[src/hw/rtl/ppm_pkg.sv]
// Package for the peak program meter: widths, constants, register indexes, types.
// No dependencies.
`default_nettype none

package ppm_pkg;

  localparam int CHANNELS  = 8;
  localparam int CHAN_W    = 3;
  localparam int CH_IDX_W  = (CHANNELS > 1) ? $clog2(CHANNELS) : 1;
  localparam int SAMPLE_W  = 24;
  localparam int MAG_W     = 23;
  localparam int COEF_W    = 25;
  localparam int ENV_W     = 48;
  localparam int FRAC_W    = 24;
  localparam int CFG_IDX_W = 1;

  localparam logic [COEF_W-1:0] COEF_ONE           = 25'h100_0000;
  localparam logic [COEF_W-1:0] ALPHA_ATTACK_RST   = 25'd76722;
  localparam logic [COEF_W-1:0] ALPHA_RELEASE_RST  = 25'd513;

  localparam logic [CFG_IDX_W-1:0] REG_ALPHA_ATTACK  = 1'd0;
  localparam logic [CFG_IDX_W-1:0] REG_ALPHA_RELEASE = 1'd1;

  typedef struct packed {
    logic [COEF_W-1:0] attack;
    logic [COEF_W-1:0] release_c;
  } coef_t;

endpackage

`default_nettype wire

[src/hw/rtl/ppm_env_update.sv]
// Envelope update for one sample: rectify, pick attack or release, blend.
// Depends on ppm_pkg.
`default_nettype none

module ppm_env_update import ppm_pkg::*; (
  input  wire logic [SAMPLE_W-1:0] sample,
  input  wire logic [ENV_W-1:0]    env,
  input  wire coef_t               coef,
  output logic      [ENV_W-1:0]    env_nxt
);

  logic [SAMPLE_W-1:0] neg;
  logic [MAG_W-1:0]    mag;
  logic                decay;
  logic [COEF_W-1:0]   att_c;
  logic [COEF_W-1:0]   rel_c;
  logic [COEF_W-1:0]   keep_c;
  logic [48:0]         prod_hi;
  logic [48:0]         prod_lo;
  logic [47:0]         prod_mag;
  logic [49:0]         sum;

  // Rectify; the most negative code saturates to full scale.
  assign neg = SAMPLE_W'(~sample + 1'b1);
  always_comb begin
    if (!sample[SAMPLE_W-1]) begin
      mag = sample[MAG_W-1:0];
    end else if (neg[SAMPLE_W-1]) begin
      mag = {MAG_W{1'b1}};
    end else begin
      mag = neg[MAG_W-1:0];
    end
  end

  // Coefficients above one act as one.
  assign att_c = (coef.attack > COEF_ONE) ? COEF_ONE : coef.attack;
  assign rel_c = (coef.release_c > COEF_ONE) ? COEF_ONE : coef.release_c;

  // Ties go to attack.
  assign decay  = {1'b0, mag, {FRAC_W{1'b0}}} < env;
  assign keep_c = decay ? COEF_ONE - rel_c : COEF_ONE - att_c;

  // Split env into integer and fraction halves to keep multipliers narrow.
  assign prod_hi  = 49'(keep_c) * 49'(env[ENV_W-1:FRAC_W]);
  assign prod_lo  = 49'(keep_c) * 49'(env[FRAC_W-1:0]);
  assign prod_mag = decay ? 48'd0 : 48'(att_c) * 48'(mag);

  assign sum     = 50'(prod_hi) + 50'(prod_lo[48:FRAC_W]) + 50'(prod_mag);
  assign env_nxt = sum[ENV_W-1:0];

endmodule

`default_nettype wire

[config.mk]
export PLATFORM = sky130hd
export DESIGN_NAME = ppm_env_update
export DESIGN_NICKNAME = d
export VERILOG_FILES = /design/src/hw/rtl/ppm_pkg.sv /design/src/hw/rtl/ppm_env_update.sv
export SDC_FILE = /design/constraint.sdc
export NUM_CORES = 2
export LEC_CHECK = 0
export BUFFER_PORTS_ARGS = -buffer_cell sky130_fd_sc_hd__buf_4
export CORE_MARGIN = 2
export CORE_UTILIZATION = 33
export DETAILED_ROUTE_END_ITERATION = 7
export PLACE_DENSITY = 0.45
export SLEW_MARGIN = 20
export SYNTH_ARGS = -nofsm -noshare
export SYNTH_HDL_FRONTEND = slang
export SYNTH_SLANG_ARGS = --single-unit
export TNS_END_PERCENT = 20
[constraint.sdc]
create_clock -name vclk -period 21.5
set_input_delay 2.15 -clock vclk [all_inputs]
set_output_delay 2.15 -clock vclk [all_outputs]
set_load 0.1 [all_outputs]
Word level (Yosys, flattened, before mapping)
Cells that the tools add are included.
Cells by class
  $add $sub $neg: 5
  multiply operators: 3
  order comparisons: 3
  multiplexer cells: 6
  bitwise logic cells: 1
Operators by type and width (number)
  $mux W25: 3
  $gt A25 B25 Y1 const B: 2
  $sub A25 B25 Y25 const A: 2
  $mul A25 B24 Y49: 1
  $add A48 B25 Y48: 1
  $add A48 B48 Y48: 1
  $lt A47 B48 Y1: 1
  $mul A25 B23 Y48: 1
  $mul A25 B24 Y48: 1
  $mux W48: 1
  $mux W23: 2
  $add A24 B1 Y24 const B: 1
  $not A24 Y24: 1
Storage, ports and cells
  register bits after elaboration: 0
  input bits: 122
  word-level logic and storage cells: 18

Depth between registers and ports, before layout
  depth after elaboration: 9
  gate-level depth with buffers: 79
  mapped depth without buffers: 73

Worst setup path after synthesis
No wires, ideal clock.
  path type: input to output
  start: input port sample[2]
  end: output port env_nxt[46]
  arrival: 22.040 ns
  setup slack: -2.690 ns
  stages: 71
  buffers on the path: 8
  cell sequence: or3_1 -> or4_1 -> or2_1 -> or4_1 -> or3_1 -> or2_4 -> or4_4 -> buf_2 -> nand2_1 -> buf_4 -> ha_1 -> and4_1 -> nand4_1 -> nor2_1 -> o41a_1 -> nor2_1 -> clkbuf_1 -> clkbuf_1 -> [35 not listed] -> xnor2_1 -> fa_1 -> fa_1 -> fa_1 -> fa_1 -> inv_1 -> fa_1 -> inv_1 -> ha_1 -> nand3_1 -> o41ai_1 -> nand3_1 -> a21oi_1 -> o211ai_1 -> a21oi_1 -> or2_2 -> a311oi_1 -> xnor2_1
Between the ends
  cells in the longest elaborated chain, start to end: 9
  elaborated cells between the ends (all ways): 12
  those cells by class: add/sub (3); mul (3); order compare (1); mux (4); bitwise (1)
Ends and longest elaborated chain
  start: declaration: line ppm_env_update.sv:6  | input wire logic [SAMPLE_W-1:0] sample,
  $not A24 Y24: line ppm_env_update.sv:24  | assign neg = SAMPLE_W'(~sample + 1'b1);
  $add A24 B1 Y24: line ppm_env_update.sv:24
  $mux W23: line ppm_env_update.sv:28  | end else if (neg[SAMPLE_W-1]) begin
  $mux W23 *: line ppm_env_update.sv:26  | if (!sample[SAMPLE_W-1]) begin
  $lt A47 B48 Y1: line ppm_env_update.sv:40  | assign decay = {1'b0, mag, {FRAC_W{1'b0}}} < env;
  $mux W25: line ppm_env_update.sv:41  | assign keep_c = decay ? COEF_ONE - rel_c : COEF_ONE - att_c;
  $mul A25 B24 Y48 or $mul A25 B24 Y49 (tied branches): line ppm_env_update.sv:44, ppm_env_update.sv:45
  $add A48 B25 Y48: line ppm_env_update.sv:48  | assign sum = 50'(prod_hi) + 50'(prod_lo[48:FRAC_W]) + 50'(prod_mag);
  $add A48 B48 Y48 *: line ppm_env_update.sv:48
  end: declaration: line ppm_env_update.sv:9  | output logic [ENV_W-1:0] env_nxt
Mark *: on every way between the ends. The rest lies on a longest branch, timed or not.

Final worst setup path
  start: input port sample[0]
  end: output port env_nxt[47]
The elaborated chain is that of the path after synthesis.

==> flow_metrics.py <==
metrics = {
    "sta": {
        "drv_slew": 0,
        "worst_slew_margin_rel": 0.240,
        "setup_violations": 19,
        "max_freq_ghz": 0.0455,
        "hold_viol_final": 0,
        "final.period_utilization": 1.02,
        "min_period_ns": 21.99,
        "worst_slack_ns": -0.494,
        "rsz0062_at_grt": "yes",
        "fin_setup_tns_ns": -4.95,
        "worst_pin_slew_ns": 1.14,
    },
    "logic_synthesis": {
        "synth.largest_area_cell": "fa_1",
        "syn_nets": 9329,
        "synth_area_leaders": "fa_1 51%, ha_1 11%, inv_1 11%, nand2_1 7.7%, and2_1 5.0%",
        "synth_cells": 7110,
        "yosysTopAreaCellShare": 0.513,
        "ys_seq_area_frac": 0,
        "synth_area_per_cell_um2": 8.54,
        "synth_warnings": 0,
        "synthesis.area_um2": 60700,
        "ys_types": 68,
    },
    "min_path": {
        "hold_class": "in -> out",
    },
    "route": {
        "vias": 48547,
        "routedWlPerCell_um": 23.0,
        "dr.pass1.iters": 7,
        "first_iter_violations": 2834,
        "vias_per_cell": 4.90,
        "route.detailed.drc": 0,
        "finalWirelength_um": 228000,
        "antenna_left": 0,
    },
    "finish": {
        "design_area_um2": 70400,
        "drive_above_1_share": 0.133,
        "final_cells": 9908,
        "nFlopsAndLatches": 0,
        "fillCellCount": 19142,
        "register_area_um2": 0,
        "clkbuf_count": 0,
        "area_growth_pct": 15.9,
        "layout.nets": 9661,
        "final_core_util": 0.384,
    },
    "worst_setup_path": {
        "crit_required_ns": 19.35,
        "crit_path_frequent_cell": "fa_1",
        "arrival_ns": 19.84,
        "crit_type": "in -> out",
        "crit_fanout": 6,
        "cpPeakStageDelay_ns": 0.61,
        "cp-start-kind": "input port",
        "cp_slowest_cell": "or4_4",
        "setup.worst_path.end_class": "primary output",
    },
    "floorplanning": {
        "row_count": 157,
        "die_x_um": 433,
        "core_um2": 183000,
        "die_y_um": 433,
        "die_area_um2": 188000,
        "start_util": 0.332,
        "io_pins": 170,
    },
    "status": {
        "outcome": "complete, but fails checks",
        "violations": "negative setup slack",
    },
    "placed_design": {
        "dp.cells": 9862,
        "dpl.hpwl_um": 190000,
        "io_buffers": 170,
        "gp_congestion": 0.924,
        "dpl_cell_area_um2": 68700,
    },
    "grt": {
        "grt_pass1_wl_um": 345000,
        "antenna_found_initial": 17,
        "gr-usage-all-layers": 0.248,
        "globalRouteOverflowTotal": 0,
        "grt_max_degree": 32,
        "first_global_vias": 53029,
    },
    "job": {
        "max-cap-violations": 0,
    },
}
## Yosys cell counts, types with 14 or more instances
| cell | count |
|---|---|
| a211oi_1 | 14 |
| a21o_1 | 77 |
| a21oi_1 | 146 |
| a31oi_1 | 20 |
| and2_1 | 481 |
| and3_1 | 23 |
| buf_1 | 15 |
| buf_2 | 14 |
| buf_4 | 26 |
| clkbuf_1 | 307 |
| fa_1 | 1556 |
| ha_1 | 541 |
| inv_1 | 1754 |
| nand2_1 | 1252 |
| nand2b_1 | 14 |
| nand3_1 | 42 |
| nand4_1 | 17 |
| nor2_1 | 263 |
| nor2b_1 | 39 |
| nor3_1 | 47 |
| nor4_1 | 17 |
| o21a_1 | 17 |
| o21ai_0 | 84 |
| o21bai_1 | 18 |
| or3_1 | 16 |
| xnor2_1 | 95 |
| xor2_1 | 59 |
## kinds of logic after synthesis
family / count (synthesis) / synth area share
AND/OR/NAND/NOR: 2257 / 0.169
buffers and inverters: 2127 / 0.134
adder cells (fa/ha/maj): 2097 / 0.624
AO/OA/AOI/OAI: 465 / 0.0489
XOR/XNOR: 154 / 0.0222
multiplexers: 10 / 0.00169
## worst max-delay path, delay by kind of cell
kind / cells / cell delay [ns]
adders and majority gates: 16 / 6.77
muxes: 1 / 0.24
xor gates and xnor gates: 3 / 0.51
and+or+nand+nor: 19 / 4.28
buffers and inverters: 17 / 1.83
AOI/OAI and AO/OA: 22 / 4.03
## what timing repair did
| action | 4_1_cts | 5_1_grt |
|---|---|---|
| cloned | 1 | 0 |
| hold endpoints to repair | 0 | 0 |
| buffers inserted | 23 | 23 |
| hold buffers | 0 | 0 |
| setup endpoints to repair | 36 | 38 |
| gates resized for setup | 136 | 141 |
| pin swaps | 57 | 133 |
## area by class of cell
cell class | instances | area, µm² | share of cell area
Antenna cell | 4 | 10.0 | 0.000142
Multi-Input combinational cell | 4984 | 54600 | 0.776
Timing Repair Buffer | 695 | 6050 | 0.0859
Inverter | 1761 | 6610 | 0.0939
Tap cell | 2464 | 3080 | 0.0438
## final timing paths
check	startpoint	to	slack, ns	cells after the start
max	sample[0]	env_nxt[47]	-0.49	78
min	env[47]	env_nxt[47]	5.36	6
## cells in the final DEF, fill, tap and decap left out, types with 13 or more instances in the layout
cell type,instances
o21a_1,16
nand3_1,36
xor2_1,46
nor2_1,250
a21o_1,76
nand2_1,1240
and2_1,472
nand2b_1,14
or3_1,13
o21bai_1,17
nor3_1,43
a21oi_1,118
nor2b_1,33
a31oi_1,14
xnor2_4,14
fa_2,17
buf_4,610
xnor2_2,27
xnor2_1,54
and3_1,20
ha_1,516
buf_6,23
a21oi_2,19
o21ai_0,64
buf_12,56
inv_1,1737
fa_1,1539
ha_4,22
inv_2,21
nand4_1,17
## through the flow
step	hold slack, ns	worst slack, ns
2_1_floorplan	5.00	-0.154
3_5_place_dp	5.44	-1.13
3_3_place_gp	5.44	-1.00
4_1_cts	5.40	-0.614
6_report	5.36	-0.494
5_1_grt	5.45	-1.12
## metal layers
layer / up-vias / part of all wire / wire [µm] / GRT usage
li1: 21334 / - / - / -
met1: 25529 / 0.42 / 95400 / 0.328
met2: 1388 / 0.49 / 111000 / 0.428
met3: 286 / 0.047 / 10800 / 0.0175
met4: 10 / 0.044 / 10000 / 0.0888
met5: - / 0.00022 / 51 / 0
Power is left out: the tool's default activity adds up to more than one toggle a clock period on the data nets, which glitch-free logic cannot reach.
